$ cat src/base64_stream_encoder_macros.svh
// assertion macros shared by the encoder modules
`ifndef BASE64_STREAM_ENCODER_MACROS_SVH
`define BASE64_STREAM_ENCODER_MACROS_SVH

`ifndef SYNTHESIS
`define B64E_ASSERT_NOW(label, clk, rst_n, ante, cons) \
	label: assert property (@(posedge clk) disable iff (!rst_n) (ante) |-> (cons)) \
		else $error("assertion failed");
`define B64E_ASSERT_NEXT(label, clk, rst_n, ante, cons) \
	label: assert property (@(posedge clk) disable iff (!rst_n) (ante) |=> (cons)) \
		else $error("assertion failed");
`else
`define B64E_ASSERT_NOW(label, clk, rst_n, ante, cons)
`define B64E_ASSERT_NEXT(label, clk, rst_n, ante, cons)
`endif

`endif

$ cat src/b64e_pkg.sv
// types, constants and the alphabet lookup for the base64 encoder
`timescale 1ns / 1ps

package b64e_pkg;

	localparam int unsigned MAX_CHARS = 4;
	localparam logic [6:0] PAD_CHAR = 7'h3D;

	typedef struct packed {
		logic [7:0] data_byte;
		logic       last_byte;
	} byte_item_t;

	typedef struct packed {
		logic [6:0] out_char;
		logic       last_char;
	} char_item_t;

	// characters produced by one byte, in order of output
	typedef struct packed {
		logic [MAX_CHARS-1:0][6:0] chars;
		logic [2:0]                n_chars;
		logic                      last;
	} char_rec_t;

	function automatic logic [6:0] b64_char(input logic [5:0] v);
		logic [6:0] c;
		if (v < 6'd26) begin
			c = 7'h41 + {1'b0, v};
		end else if (v < 6'd52) begin
			c = 7'h61 + {1'b0, v - 6'd26};
		end else if (v < 6'd62) begin
			c = 7'h30 + {1'b0, v - 6'd52};
		end else if (v == 6'd62) begin
			c = 7'h2B;
		end else begin
			c = 7'h2F;
		end
		return c;
	endfunction

endpackage

$ cat src/b64e_front.sv
// front end: accepts bytes, splits them into sextets and builds a character record
`timescale 1ns / 1ps

module b64e_front (
	input  logic                   clk,
	input  logic                   arst_n,
	input  logic                   byte_valid,
	output logic                   byte_ready,
	input  b64e_pkg::byte_item_t   byte_item,
	input  logic                   queue_full,
	output logic                   rec_push,
	output b64e_pkg::char_rec_t    rec
);

	logic [3:0] leftover_bits_q;
	logic [2:0] leftover_count_q;
	logic [1:0] char_phase_q;

	logic [5:0] s0;
	logic [5:0] s1;
	logic [5:0] flush;
	logic [1:0] kdata;
	logic       has_rem;
	logic [3:0] nxt_bits;
	logic [2:0] nxt_count;
	logic [1:0] ndata;
	logic [1:0] phase_after;
	logic [1:0] pads;
	logic [2:0] total;
	logic [7:0] b;
	logic       last;

	assign b          = byte_item.data_byte;
	assign last       = byte_item.last_byte;
	assign byte_ready = !queue_full;
	assign rec_push   = byte_valid && byte_ready;

	always_comb begin
		s0        = '0;
		s1        = '0;
		flush     = '0;
		kdata     = 2'd1;
		has_rem   = 1'b0;
		nxt_bits  = '0;
		nxt_count = '0;
		case (leftover_count_q)
			3'd0: begin
				s0        = b[7:2];
				flush     = {b[1:0], 4'b0000};
				has_rem   = 1'b1;
				nxt_bits  = {2'b00, b[1:0]};
				nxt_count = 3'd2;
			end
			3'd2: begin
				s0        = {leftover_bits_q[1:0], b[7:4]};
				flush     = {b[3:0], 2'b00};
				has_rem   = 1'b1;
				nxt_bits  = b[3:0];
				nxt_count = 3'd4;
			end
			default: begin
				s0    = {leftover_bits_q, b[7:6]};
				s1    = b[5:0];
				kdata = 2'd2;
			end
		endcase
	end

	always_comb begin
		ndata       = kdata + {1'b0, last && has_rem};
		phase_after = char_phase_q + ndata;
		pads        = last ? (2'd0 - phase_after) : 2'd0;
		total       = {1'b0, ndata} + {1'b0, pads};
		if (total > 3'(b64e_pkg::MAX_CHARS)) begin
			total = 3'(b64e_pkg::MAX_CHARS);
		end
		rec.chars[0] = b64e_pkg::b64_char(s0);
		if (kdata == 2'd2) begin
			rec.chars[1] = b64e_pkg::b64_char(s1);
		end else if (ndata == 2'd2) begin
			rec.chars[1] = b64e_pkg::b64_char(flush);
		end else begin
			rec.chars[1] = b64e_pkg::PAD_CHAR;
		end
		rec.chars[2] = b64e_pkg::PAD_CHAR;
		rec.chars[3] = b64e_pkg::PAD_CHAR;
		rec.n_chars  = total;
		rec.last     = last;
	end

	always_ff @(posedge clk or negedge arst_n) begin
		if (!arst_n) begin
			leftover_bits_q  <= '0;
			leftover_count_q <= '0;
			char_phase_q     <= '0;
		end else if (rec_push) begin
			if (last) begin
				leftover_bits_q  <= '0;
				leftover_count_q <= '0;
				char_phase_q     <= '0;
			end else begin
				leftover_bits_q  <= nxt_bits;
				leftover_count_q <= nxt_count;
				char_phase_q     <= phase_after;
			end
		end
	end

endmodule

$ cat src/b64e_queue.sv
// short queue of character records between front and back end
`timescale 1ns / 1ps
`include "base64_stream_encoder_macros.svh"

module b64e_queue #(
	parameter int unsigned DEPTH = 2
) (
	input  logic                clk,
	input  logic                arst_n,
	input  logic                push,
	input  b64e_pkg::char_rec_t push_rec,
	output logic                full,
	input  logic                pop,
	output b64e_pkg::char_rec_t pop_rec,
	output logic                not_empty
);

	localparam int unsigned PW = (DEPTH > 1) ? $clog2(DEPTH) : 1;
	localparam int unsigned CW = $clog2(DEPTH + 1);

	b64e_pkg::char_rec_t mem_q [DEPTH];
	logic [PW-1:0] wr_ptr_q;
	logic [PW-1:0] rd_ptr_q;
	logic [CW-1:0] count_q;

	assign full      = (count_q == CW'(DEPTH));
	assign not_empty = (count_q != '0);
	assign pop_rec   = mem_q[rd_ptr_q];

	always_ff @(posedge clk) begin
		if (push) begin
			mem_q[wr_ptr_q] <= push_rec;
		end
	end

	always_ff @(posedge clk or negedge arst_n) begin
		if (!arst_n) begin
			wr_ptr_q <= '0;
			rd_ptr_q <= '0;
			count_q  <= '0;
		end else begin
			if (push) begin
				wr_ptr_q <= (wr_ptr_q == PW'(DEPTH - 1)) ? '0 : wr_ptr_q + 1'b1;
			end
			if (pop) begin
				rd_ptr_q <= (rd_ptr_q == PW'(DEPTH - 1)) ? '0 : rd_ptr_q + 1'b1;
			end
			if (push && !pop) begin
				count_q <= count_q + 1'b1;
			end else if (pop && !push) begin
				count_q <= count_q - 1'b1;
			end
		end
	end

	`B64E_ASSERT_NOW(a_count_bound, clk, arst_n, 1'b1, count_q <= CW'(DEPTH))
	`B64E_ASSERT_NOW(a_pop_nonempty, clk, arst_n, pop, not_empty)
	`B64E_ASSERT_NEXT(a_count_up, clk, arst_n, push && !pop, count_q == $past(count_q) + 1'b1)

endmodule

$ cat src/b64e_back.sv
// back end: plays out one character per cycle into the output register while char_ready does not stall it
`timescale 1ns / 1ps
`include "base64_stream_encoder_macros.svh"

module b64e_back (
	input  logic                 clk,
	input  logic                 arst_n,
	input  logic                 rec_valid,
	input  b64e_pkg::char_rec_t  rec,
	output logic                 rec_pop,
	output logic                 char_valid,
	input  logic                 char_ready,
	output b64e_pkg::char_item_t char_item
);

	b64e_pkg::char_rec_t  cur_q;
	logic                 cur_valid_q;
	logic [1:0]           idx_q;
	logic                 out_valid_q;
	b64e_pkg::char_item_t out_item_q;

	logic       advance;
	logic       final_char;
	logic [2:0] idx_ext;

	assign idx_ext    = {1'b0, idx_q};
	assign advance    = cur_valid_q && (!out_valid_q || char_ready);
	assign final_char = (idx_ext == cur_q.n_chars - 3'd1);
	assign rec_pop    = rec_valid && (!cur_valid_q || (advance && final_char));
	assign char_valid = out_valid_q;
	assign char_item  = out_item_q;

	always_ff @(posedge clk or negedge arst_n) begin
		if (!arst_n) begin
			cur_valid_q <= 1'b0;
			idx_q       <= '0;
			out_valid_q <= 1'b0;
		end else begin
			if (advance) begin
				out_valid_q <= 1'b1;
			end else if (char_ready) begin
				out_valid_q <= 1'b0;
			end
			if (rec_pop) begin
				cur_valid_q <= 1'b1;
				idx_q       <= '0;
			end else begin
				if (advance) begin
					idx_q <= idx_q + 2'd1;
				end
				if (advance && final_char) begin
					cur_valid_q <= 1'b0;
				end
			end
		end
	end

	always_ff @(posedge clk) begin
		if (rec_pop) begin
			cur_q <= rec;
		end
		if (advance) begin
			out_item_q.out_char  <= cur_q.chars[idx_q];
			out_item_q.last_char <= cur_q.last && final_char;
		end
	end

	`B64E_ASSERT_NOW(a_count_range, clk, arst_n, cur_valid_q,
		cur_q.n_chars != 3'd0 && cur_q.n_chars <= 3'(b64e_pkg::MAX_CHARS))
	`B64E_ASSERT_NOW(a_idx_range, clk, arst_n, cur_valid_q, idx_ext < cur_q.n_chars)
	`B64E_ASSERT_NEXT(a_rec_done, clk, arst_n, advance && final_char && !rec_pop, !cur_valid_q)

endmodule

$ cat src/base64_stream_encoder.sv
// top level of the streaming base64 encoder
//
//  channel  direction  handshake               payload
//  byte     in         byte_valid/byte_ready   byte_item (data_byte, last_byte)
//  char     out        char_valid/char_ready   char_item (out_char, last_char)
//
// a byte is taken every cycle while the record queue has room
// each byte yields one to four characters, one per cycle from the output register while char_ready allows
// sustained rate is set by the single-character output register: four characters per group of
// three bytes, and up to four characters for a final byte that needs padding
// reset clears the bit store and the character phase and empties the queue and the output register
// a stall on char_ready fills the queue and then drops byte_ready
`timescale 1ns / 1ps

module base64_stream_encoder #(
	parameter int unsigned QUEUE_DEPTH = 2
) (
	input  logic                 clk,
	input  logic                 arst_n,
	input  logic                 byte_valid,
	output logic                 byte_ready,
	input  b64e_pkg::byte_item_t byte_item,
	output logic                 char_valid,
	input  logic                 char_ready,
	output b64e_pkg::char_item_t char_item
);

	b64e_pkg::char_rec_t front_rec;
	b64e_pkg::char_rec_t back_rec;
	logic                rec_push;
	logic                rec_pop;
	logic                queue_full;
	logic                queue_not_empty;

	b64e_front u_front (
		.clk        (clk),
		.arst_n     (arst_n),
		.byte_valid (byte_valid),
		.byte_ready (byte_ready),
		.byte_item  (byte_item),
		.queue_full (queue_full),
		.rec_push   (rec_push),
		.rec        (front_rec)
	);

	b64e_queue #(
		.DEPTH (QUEUE_DEPTH)
	) u_queue (
		.clk       (clk),
		.arst_n    (arst_n),
		.push      (rec_push),
		.push_rec  (front_rec),
		.full      (queue_full),
		.pop       (rec_pop),
		.pop_rec   (back_rec),
		.not_empty (queue_not_empty)
	);

	b64e_back u_back (
		.clk        (clk),
		.arst_n     (arst_n),
		.rec_valid  (queue_not_empty),
		.rec        (back_rec),
		.rec_pop    (rec_pop),
		.char_valid (char_valid),
		.char_ready (char_ready),
		.char_item  (char_item)
	);

endmodule

$ cat config.mk
export PLATFORM = sky130hd
export DESIGN_NAME = base64_stream_encoder
export DESIGN_NICKNAME = d
export VERILOG_FILES = /design/src/b64e_pkg.sv /design/src/b64e_front.sv /design/src/b64e_queue.sv /design/src/b64e_back.sv /design/src/base64_stream_encoder.sv
export VERILOG_INCLUDE_DIRS = /design/src /design/src/src
export SDC_FILE = /design/constraint.sdc
export NUM_CORES = 1
export LEC_CHECK = 0
export BUFFER_PORTS_ARGS = -buffer_cell sky130_fd_sc_hd__buf_2
export CAP_MARGIN = 10
export CELL_PAD_IN_SITES_DETAIL_PLACEMENT = 1
export CELL_PAD_IN_SITES_GLOBAL_PLACEMENT = 1
export CORE_MARGIN = 2
export CORE_UTILIZATION = 50
export CTS_CLUSTER_SIZE = 28
export DETAILED_ROUTE_END_ITERATION = 8
export PLACE_DENSITY_LB_ADDON = 0.15
export SYNTH_ARGS = -nofsm -noshare
export SYNTH_HDL_FRONTEND = slang
export SYNTH_HIERARCHICAL = 1
export SYNTH_SLANG_ARGS = --single-unit
$ cat constraint.sdc
create_clock -name clk -period 3.2 [get_ports clk]
set_input_delay 0.64 -clock clk [delete_from_list [all_inputs] [get_ports clk]]
set_output_delay 0.64 -clock clk [all_outputs]
set_load 0.05 [all_outputs]
Yosys cells after proc, flatten, opt, wreduce, memory -nomap -nowiden
Memories as Yosys holds them, arrays and structs flattened. A register that Yosys moved wholly into a read port is not among the register bits.
Cells that the tools add are included.
- $add $sub $neg: 25
- magnitude comparators: 11
- equality and inequality tests: 8
- muxes and demuxes: 40
- reductions and logical operators: 22
- operators with widths (kind ; count):
    7-bit two-way mux ; 12
    7-bit by 6-bit adder with 7-bit output (first input constant) ; 6
    6-bit < comparator (second input constant) ; 6
    6-bit case mux with 2 select lines ; 2
    6-bit by 6-bit adder with 7-bit output (first input constant) ; 3
    6-bit == test (second input constant) ; 3
    6-bit by 5-bit < comparator with 1-bit output (second input constant) ; 3
    6-bit by 5-bit subtractor with 6-bit output (second input constant) ; 3
    6-bit subtractor (second input constant) ; 3
    3-bit two-way mux ; 5
    7-bit binary-select mux with 2-bit select ; 1
    2-bit two-way mux ; 7
    2-bit nonzero test ; 5
    1-bit two-way mux ; 9
    1-bit logical AND ; 8
    4-bit case mux with 2 select lines ; 1
    2-bit == test (second input constant) ; 3
    6-bit two-way mux ; 1
    3-bit case mux with 2 select lines ; 1
    1-bit logical NOT ; 5
    2-bit by 1-bit adder with 2-bit output (second input constant) ; 2
    4-bit two-way mux ; 1
    2-bit by 2-bit adder with 3-bit output ; 1
    2-bit by 3-bit == test with 1-bit output ; 1
    12 further kinds ; 14
- bits in registers: 39
- RAM bits: 36
- output and inout bits: 10
- logic and storage cells: 120
- memories: 1
- memory list (name ; words ; bits a word ; rd ports ; clocked after memory_dff ; wr ports ; RTL line ; text):
    u_queue.mem_q ; 2 ; 18 ; 1 ; 1 ; 1 ; b64e_queue.sv:21 ; b64e_pkg::char_rec_t mem_q [DEPTH];

Depth between registers and ports, before layout
- depth in word-level cells: 11
- gate-level depth with buffers: 13
- mapped depth without buffers: 11

Hierarchy
The synthesis kept the hierarchy.
- by module, submodules not included (module ; times used ; cells an instance ; area an instance (sq um)):
    b64e_queue ; 1 ; 116 ; 2651.3
    b64e_front ; 1 ; 288 ; 2115.8
    b64e_back ; 1 ; 78 ; 1671.6

Worst setup path after synthesis
Ideal clock, no wire load.
- path type: register -> register
- start: register u_queue.count_q[1]
- end: memory u_queue/mem_q[0][0] in the netlist's numbering, enable pin
- setup time: 0.425 ns
- data arrival time: 2.806 ns
- required time: 2.775 ns
- path slack: -0.031 ns
- cell stages (with the launch flop): 7
- path through: dfrtp_1 nor2b_1 inv_1 nand2_1 clkbuf_1 inv_1 nor2b_1
- longest elaborated chain between the ends: 5
- RTL lines (what ; RTL line ; text):
    start: declaration ; b64e_queue.sv:24 ; logic [CW-1:0] count_q;
    start signal: assignment ; b64e_queue.sv:49 ; count_q <= count_q + 1'b1;
    start signal: assignment ; b64e_queue.sv:51 ; count_q <= count_q - 1'b1;
    2-bit == test ; b64e_queue.sv:26 ; assign full = (count_q == CW'(DEPTH));
    named net queue_full ; base64_stream_encoder.sv:32 ; logic queue_full;
    1-bit logical NOT ; b64e_front.sv:35 ; assign byte_ready = !queue_full;
    named net byte_ready ; base64_stream_encoder.sv:21 ; output logic byte_ready,
    1-bit logical AND ; b64e_front.sv:36 ; assign rec_push = byte_valid && byte_ready;
    named net rec_push ; base64_stream_encoder.sv:30 ; logic rec_push;
    1-bit two-way mux ; b64e_queue.sv:31 ; if (push) begin
    1-bit two-way mux (not written as such) ; b64e_queue.sv:32 ; mem_q[wr_ptr_q] <= push_rec;
    end: declaration ; b64e_queue.sv:21 ;
The timed path passes the listed nets, and every way through them passes these cells.

==> metrics.csv <==
metric;value;unit
status;complete, no violations;
path_cells;inv_2, mux2_4, clkinv_1, ha_1, or3_1, inv_1, nor3_1, a221oi_1;
syn-mean-instance-area;13.36;um2
r2r-start;u_front/leftover_count_q[2]$_DFFE_PN0P_;
cts-root-buf;clkbuf_16;
wire_per_inst;18.65;um
syn_inst;482;
portBuffers;22;
ys_seq_area_share;54.72;%
fillerInstances;1285;
setup_violations;0;
rr_endpoint;u_queue/mem_q[1][6]$_DFFE_PP_;
tightest_slew;551.0;ps
placed_area;0.006671;mm2
grt_pass1_wl;21380;um
io_pins;23;
n_antenna_cell;0;
min_period;2943;ps
area_growth;12.53;%
cp.buffers_inverters;3;
chipHeight;117.5;um
synthAdderAreaFrac;4.819;%
cts_buffers;17;
cp_max_fo;11;
synth_edf_count;104;
hold_viol_final;0;
antenna_left;0;
layout_commonest_cell;edfxtp_1;
synth_top_family_by_area;multiplexers;
start_kind;flop;
grt_pass1_vias;4057;
slew_viol_final;0;
layout-drive-gt1-share;22.68;%
layout_common_cells;edfxtp_1, nand2_1, mux2_4;
synth_warnings;6;
cts_buffer_depth;2;
reg2reg_depth;8;
h-tree-depth;4;
grt_setup_unrepaired;no;
skew;12.58;ps
ys_seq_elements;120;
required;3340;ps
synth.distinct_cells;71;
cts_setup_buffers;0;
cts.reportedPaths.clkPinSlew;60;ps
end_kind;flop;
grt-ovfl-total;0;
startpoint;u_front/leftover_count_q[2]$_DFFE_PN0P_;
drt_iter0_drc;253;
cts_hold_buf;0;
via_count;3800;
drcViolationCount;0;
crit_path_top_delay_cell;dfrtp_1;
die_area;0.01380;mm2
crit_family;flip-flops;
crit_type;reg -> reg;
design_area;0.007246;mm2
num_rows;41;
die_w;117.5;um
syn_area;0.006439;mm2
grt_antenna_before_repair;0;
place.gp.congestion;0.8650;
setup_tns;0;ps
coreArea;0.01262;mm2
grtUsageTotal;20.05;%
p_leak;2.879;nW
cts.repair.resized;0;
synth-async-reset-ratio;13.33;%
ir_drop;493.4;uV
clk-insertion-delay-late;410;ps
start_util;51.02;%
slowest_delay;640;ps
cts_tree;done;
synth-simple-area-share;7.792;%
synthMuxAreaShare;13.18;%
nNetsFinal;553;
r2r_slack;260;ps
synth-xor-area-share;4.683;%
hold_class;in -> async;
cts_sinks;120;
cp.arrival;3080;ps
finalCritPeriodShare;91.96;%
synth-compound-area-share;8.939;%
maxCapViolCount;0;
route.detailed.vias_per_inst;5.421;
grt_max_degree;33;
powerDensity;1057;mW/mm2
routed_wl;13080;um
dr.pass1.iters;5;
fmax;339.8;MHz
slew_headroom;63.26;%
synth-main-ff-cell;edfxtp_1;
place_hpwl;9032;um
[cells in the mapped netlist (3+ instances only)]
cell type	count	area (um2)
nand2_1	39	146.4
nand3b_1	3	22.52
xnor2_1	21	183.9
buf_4	15	112.6
a31oi_1	3	18.77
nand2b_1	8	50.05
o21ai_0	19	95.09
a21o_1	6	45.04
dfrtp_1	16	400.4
a21boi_0	3	22.52
mux2i_1	12	120.1
nand3_1	5	25.02
edfxtp_1	104	3123
buf_12	3	60.06
a21oi_1	12	60.06
nor3_1	7	35.03
o21a_1	3	22.52
xor2_1	9	78.83
mux2_2	7	78.83
mux4_1	7	183.9
nand4_1	3	18.77
buf_6	4	45.04
ha_1	24	300.3
buf_2	5	25.02
o211ai_1	5	37.54
mux2_4	31	465.5
nor2b_1	6	37.54
nor2_1	18	67.56
inv_1	20	75.07
clkbuf_1	11	41.29
[worst max-delay path by stage]
stage	cells after the start	to	slack, ps
finish	8	u_queue/mem_q[1][6]$_DFFE_PP_	260
floorplan	10	u_queue/mem_q[0][8]$_DFFE_PP_	230
detailed placement	9	u_queue/mem_q[1][6]$_DFFE_PP_	120
CTS	8	u_queue/mem_q[1][6]$_DFFE_PP_	280
global route	10	u_queue/mem_q[0][12]$_DFFE_PP_	70
global placement	9	u_queue/mem_q[0][9]$_DFFE_PP_	250
[sequential cells by signal, indices dropped and copies added, names as in the netlist]
signal,flops
u_queue/mem_q,64
u_back/cur_q,32
u_back/char_item,8
u_front/leftover_bits_q,4
u_back/idx_q,2
u_front/char_phase_q,2
u_front/leftover_count_q,2
u_queue/count_q,2
u_back/char_valid,1
u_back/cur_valid_q,1
u_queue/rd_ptr_q,1
u_queue/wr_ptr_q,1
[through the flow]
step           util, %  hold WS [ps]  setup slack, ps  total power, mW  cells
2_1_floorplan        -         344.4            230.5            5.120    495
3_3_place_gp     52.87         467.0            250.2            5.690    669
3_5_place_dp     52.87         486.3            121.2            5.840    669
4_1_cts          57.42         160.7            275.4            7.722    701
5_1_grt          57.42         176.1            74.33            8.103    701
6_report         57.42         159.7            257.2            7.660    701
[layer usage]
metal	share of wire (%)	vias to the layer above	track usage [%]
met2	52	51	35.49
met5	0	-	0
met1	43	1911	24.28
met4	1.7	0	7.530
li1	-	1818	-
met3	2.5	20	3.973
[cell families after synthesis]
| family | after synthesis |
|---|---|
| flops | 120 |
| simple gates | 103 |
| compound gates | 82 |
| buf+inv | 61 |
| mux | 57 |
| xor+xnor | 32 |
| fa+ha+maj | 25 |
| other cells | 2 |
[final cells by class]
type                            count  area [um2]  area share [%]
Sequential cell                   120        3525           48.64
Multi-Input combinational cell    314        2596           35.83
Clock inverter                     11       123.9           1.710
Clock buffer                       21       450.4           6.217
Timing Repair Buffer               41       252.7           3.488
Tap cell                          172       215.2           2.970
Inverter                           22       82.58           1.140
[power by group]
part	leakage [nW]	total, mW	internal (mW)	switching [mW]
Combinational	1.46	3.10	1.36	1.74
Sequential	1.15	2.73	2.44	0.287
Clock	0.263	1.83	1.16	0.666
Total	2.88	7.66	4.97	2.69
No activity file was read; power rests on OpenSTA's default activity.
